## config.mk

```make
export PLATFORM = sky130hd
export DESIGN_NAME = oreb_front
export DESIGN_NICKNAME = d
export VERILOG_FILES = /design/src/overwrite_ring_event_buffer_unit_macros.svh /design/src/oreb_pkg.sv /design/src/oreb_front.sv
export SDC_FILE = /design/constraint.sdc
export NUM_CORES = 1
export LEC_CHECK = 0
export BUFFER_PORTS_ARGS = -buffer_cell sky130_fd_sc_hd__buf_2
export CORE_MARGIN = 2
export CORE_UTILIZATION = 45
export DETAILED_ROUTE_END_ITERATION = 10
export GPL_ROUTABILITY_DRIVEN = 0
export HOLD_SLACK_MARGIN = 0.05
export PLACE_DENSITY = 0.67
export SLEW_MARGIN = 20
export SYNTH_ARGS = -nofsm -noshare
export SYNTH_HDL_FRONTEND = slang
export SYNTH_SLANG_ARGS = --single-unit
```

## constraint.sdc

```tcl
create_clock -name clk -period 9.8 [get_ports clk]
set_input_delay 0.49 -clock clk [delete_from_list [all_inputs] [get_ports clk]]
set_output_delay 0.49 -clock clk [all_outputs]
set_load 0.005 [all_outputs]
```

## src/overwrite_ring_event_buffer_unit_macros.svh

```systemverilog
// Assertion macros shared by the ring event buffer RTL.
// Included by modules that carry concurrent checks; no other dependencies.
`ifndef OVERWRITE_RING_EVENT_BUFFER_UNIT_MACROS_SVH
`define OVERWRITE_RING_EVENT_BUFFER_UNIT_MACROS_SVH

`ifndef ASSERT_OFF
// same-cycle implication
`define OREB_ASSERT_NOW(lbl, ante, cons) \
  lbl: assert property (@(posedge clk) disable iff (!rst_n) (ante) |-> (cons)) \
    else $error("oreb assertion failed");
// next-cycle implication
`define OREB_ASSERT_NEXT(lbl, ante, cons) \
  lbl: assert property (@(posedge clk) disable iff (!rst_n) (ante) |=> (cons)) \
    else $error("oreb assertion failed");
`else
`define OREB_ASSERT_NOW(lbl, ante, cons)
`define OREB_ASSERT_NEXT(lbl, ante, cons)
`endif

`endif

```

## src/oreb_pkg.sv

```systemverilog
// Shared constants, request codes and command struct for the ring event buffer.
// No dependencies; used by every RTL module of the block.
package oreb_pkg;

  localparam int CAPACITY    = 1024;
  localparam int EVENT_WIDTH = 64;
  localparam int MAX_BATCH   = 64;

  localparam int IDX_W   = $clog2(CAPACITY);
  localparam int CNT_W   = $clog2(CAPACITY + 1);
  localparam int BATCH_W = $clog2(MAX_BATCH + 1);
  localparam int CMP_W   = (CNT_W > BATCH_W) ? CNT_W : BATCH_W;

  // port widths fixed by the interface
  localparam int REQ_W   = 2;
  localparam int DATA_W  = 64;
  localparam int MAXC_W  = 7;
  localparam int PEND_W  = 11;
  localparam int TOTAL_W = 64;

  localparam logic STATUS_OK    = 1'b0;
  localparam logic STATUS_EMPTY = 1'b1;

  typedef enum logic [REQ_W-1:0] {
    REQ_WRITE = 2'd0,
    REQ_READ  = 2'd1,
    REQ_CLEAR = 2'd2,
    REQ_STATS = 2'd3
  } req_t;

  typedef struct packed {
    req_t                   op;
    logic [EVENT_WIDTH-1:0] data;
    logic [BATCH_W-1:0]     want;   // batch limit already saturated
  } cmd_t;

endpackage

```

## src/oreb_front.sv

```systemverilog
// Front end: accepts request items, decodes and saturates them, and holds
// them in a two-entry command queue. Depends on oreb_pkg.
module oreb_front (
  input  logic                         clk,
  input  logic                         rst_n,
  input  logic                         in_valid,
  output logic                         in_stall,
  input  logic [oreb_pkg::REQ_W-1:0]   in_req_type,
  input  logic [oreb_pkg::DATA_W-1:0]  in_event_data,
  input  logic [oreb_pkg::MAXC_W-1:0]  in_batch_limit,
  output logic                         cmd_valid,
  output oreb_pkg::cmd_t               cmd,
  input  logic                         cmd_pop
);

  oreb_pkg::cmd_t q_mem_r [2];
  logic           wr_ptr_r, wr_ptr_nxt;
  logic           rd_ptr_r, rd_ptr_nxt;
  logic [1:0]     count_r, count_nxt;
  oreb_pkg::cmd_t dec;
  logic           push;

  // classify the incoming item
  always_comb begin
    dec.op   = oreb_pkg::req_t'(in_req_type);
    dec.data = in_event_data[oreb_pkg::EVENT_WIDTH-1:0];
    if (in_batch_limit > oreb_pkg::MAXC_W'(oreb_pkg::MAX_BATCH)) begin
      dec.want = oreb_pkg::BATCH_W'(oreb_pkg::MAX_BATCH);
    end else begin
      dec.want = in_batch_limit[oreb_pkg::BATCH_W-1:0];
    end
  end

  assign in_stall  = (count_r == 2'd2);
  assign push      = in_valid && !in_stall;
  assign cmd_valid = (count_r != 2'd0);
  assign cmd       = q_mem_r[rd_ptr_r];

  always_comb begin
    wr_ptr_nxt = push ? ~wr_ptr_r : wr_ptr_r;
    rd_ptr_nxt = cmd_pop ? ~rd_ptr_r : rd_ptr_r;
    count_nxt  = count_r + {1'b0, push} - {1'b0, cmd_pop};
  end

  always_ff @(posedge clk) begin
    if (push) begin
      q_mem_r[wr_ptr_r] <= dec;
    end
  end

  always_ff @(posedge clk) begin
    if (!rst_n) begin
      wr_ptr_r <= 1'b0;
      rd_ptr_r <= 1'b0;
      count_r  <= 2'd0;
    end else begin
      wr_ptr_r <= wr_ptr_nxt;
      rd_ptr_r <= rd_ptr_nxt;
      count_r  <= count_nxt;
    end
  end

endmodule

```

==> out/metrics.csv <==
stage,metric,value,unit
synth,async set or reset register ratio after synthesis,0,%
clock_tree,H-tree lvl count,4,
route,First-pass DRT Iterations,4,
critical_path,Setup crit end kind,output port,
clock_tree,Max Root-Sink Buffers,2,
timing,period utilization,27.2,%
floorplan,Die W,118,µm
synth,post-synth cell types,20,
critical_path,reg2reg path depth,4,
route,Vias/cell,4.65,
pwr,combinational group share of total power,13.0,%
cells_and_area,share of layout cells above drive strength 1,58.5,%
synth,"flops & latches, synth",151,
synth,Post-synth top flop,edfxtp_1,
min_path,Hold Path Class,in -> reg,
floorplan,FP Rows,41,
timing,clk_skew,12.5,ps
clock_tree,Worst-Skew Late Latency,410,ps
critical_path,CP Max Fanout,62,
route,DRC,0,
timing,Pins Over Slew Limit,0,
flow_run,Max-Cap Viols,0,
min_path,hold path depth,1,
floorplan,Die H,118,µm
placement,hpwl dp,6310,µm
clock_tree,CTS tree,built,
pwr,Net Switching,0.000352,W
synth,Syn Nets,339,
global_route,number of antenna violations at the first check in global routing,0,
global_route,Total Routing Usage GR,14.6,%
clock_tree,postcts setup bufs,0,
pwr,Int Power,0.00133,W
cells_and_area,fin util,57.7,%
cells_and_area,diode count,0,
synth,"count leader, synth",edfxtp_1,
synth,YS warnings,0,
pwr,PD cells,229,mW/mm²
clock_tree,Clock Pin Slew Worst Setup and Hold Paths,60,ps
pwr,Sw Ratio,21.0,%
critical_path,Setup CP Type,reg -> out,
critical_path,critical path launch point type,flop,
global_route,global-route wire length before repair,15300,µm
status,status,"finished, final reports clean",
synth,post-synthesis cell count,260,
clock_tree,Root Buffer,clkbuf_16,
timing,Worst-Margin Slew,1040,ps
timing,fin crit period,2660,ps
timing,relative slew slack,30.2,%
timing,Setup TNS,0,ps
route,Initial DRC Count,247,
timing,"Hold Vio Cnt, Final",0,
critical_path,"reg-to-reg slack, setup",7340,ps
synth,commonest cells in the synthesized netlist,"edfxtp_1, mux2_4, buf_12",
min_path,Hold Path End,q_mem_r[0][50],
placement,port bufs,151,
min_path,HP Start,in_event_data[43],
route,Final ANT Viol Nets,0,
clock_tree,Clock Sink Count,151,
pwr,Clock power frac,38.9,%
floorplan,die area,0.0140,mm²
clock_tree,post_cts resized,0,
clock_tree,hold buffer count at CTS,0,
pwr,Seq pwr share,48.1,%
pwr,Max IR drop VDD,0.180,mV
critical_path,Crit path required time,9310,ps
synth,Post-synth EDFFs,146,
synth,Mapped Area,0.00589,mm²
synth,Synth area leaders,"edfxtp_1, mux2_4, buf_12",
cells_and_area,NumNets Final,502,
pwr,leak pwr,2.93,nW
timing,final setup vio count,0,
floorplan,Ports,152,
synth,post-synthesis sequential area ratio,76.1,%
critical_path,Crit path arrival time,2170,ps
synth,Synth area leader,edfxtp_1,
route,vias,2830,
timing,maximum clock frequency,375,MHz
timing,RSZ-0062 raised after global routing,no,
synth,post-synthesis average cell area,22.7,µm²
global_route,vias in the first global route,2964,
route,Post-Route WL,9880,µm
critical_path,terminus of the critical flop-to-flop path,q_mem_r[0][22],
critical_path,RR Startpoint,count_r[0],
synth,post-synth top area share,74.4,%
route,wire per inst,16.2,µm
floorplan,core area,0.0127,mm²
cells_and_area,synthesis-to-layout area growth,24.5,%
global_route,largest net degree at the start of global routing,74,
global_route,global route total overflow,0,
clock_tree,total CTS buffers,17,
cells_and_area,Filler cells,1021,
floorplan,Initial Util,46.3,%
through the flow:
step           std cells  cell area (µm²)  hold WS, ps  total power, W  setup WS [ps]
3_3_place_gp         576             6740          493         0.00104           7230
4_1_cts              608             7330          244         0.00170           6840
5_1_grt              608             7340          245         0.00175           7040
2_1_floorplan        260             5890          455        0.000966           5660
6_report             608             7340          263         0.00168           7140
3_5_place_dp         576             6740          507         0.00105           7200
cells by family after synthesis:
family	after synthesis	share of synthesized area, %
DFF	151	76.1
muxes	74	18.6
xor gates and xnor gates	2	0.297
and+or+nand+nor	19	1.74
buffers and inverters	12	2.82
adders and majority gates	2	0.425
layer usage:
metal	part of all wire [%]	vias up	GRT usage (%)
met2	48	106	22.8
met4	0.68	0	5.13
met3	7.9	8	6.18
met5	0	-	0
met1	43	1377	18.3
li1	-	1339	-
registers in the layout (all words and copies together), names as in the netlist, named ones only:
register,flops
wr_ptr_r,1
q_mem_r,146
count_r,2
rd_ptr_r,1
cell type report:
| cell class | instances | area, µm² | share of cell area [%] |
|---|---|---|---|
| multi-input cells | 97 | 1250 | 17.1 |
| inverters | 3 | 11.3 | 0.154 |
| flip-flops and latches | 151 | 4490 | 61.2 |
| clock inverters | 12 | 158 | 2.15 |
| well taps | 172 | 215 | 2.93 |
| clock buffers | 20 | 437 | 5.95 |
| repair buffers | 153 | 774 | 10.6 |
worst max-delay path by stage:
stage             start             end  slack (ps)  cells past startpoint
2_1_floorplan  in_valid   q_mem_r[0][0]        5660                      2
3_3_place_gp   in_valid  q_mem_r[0][23]        7230                      4
3_5_place_dp   in_valid  q_mem_r[0][28]        7200                      4
4_1_cts            flop          cmd[0]        6840                      3
5_1_grt            flop          cmd[0]        7040                      3
6_report           flop          cmd[0]        7140                      3
power groups by stage:
stage          logic, W  registers [W]  clock network [W]
2_1_floorplan  0.000147       0.000819                  0
6_report       0.000219       0.000808           0.000653
5_1_grt        0.000240       0.000815           0.000695
4_1_cts        0.000226       0.000809           0.000666
3_3_place_gp   0.000223       0.000818                  0
3_5_place_dp   0.000225       0.000823                  0
critical path, stage by stage (launching register included):
cell     delay, ps
dfxtp_4        480
buf_6          660
mux2_2         420
buf_2          130
cells in the final DEF (no fill, tap or decap), drive strengths merged:
master | synthesis | final
nand2 | 2 | 2
clkbuf | 1 | 20
edfxtp | 146 | 146
or2 | 1 | 1
and2 | 2 | 2
and3 | 1 | 1
dfxtp | 5 | 5
nor2 | 4 | 4
clkinvlp | 0 | 1
nor3 | 1 | 1
inv | 3 | 3
xor2 | 1 | 1
clkinv | 0 | 7
mux2i | 1 | 1
nand2b | 2 | 2
ha | 2 | 2
bufinv | 0 | 4
buf | 8 | 153
mux2 | 73 | 73
xnor2 | 1 | 1
nor2b | 6 | 6
No activity file was read; power rests on OpenSTA's default activity.
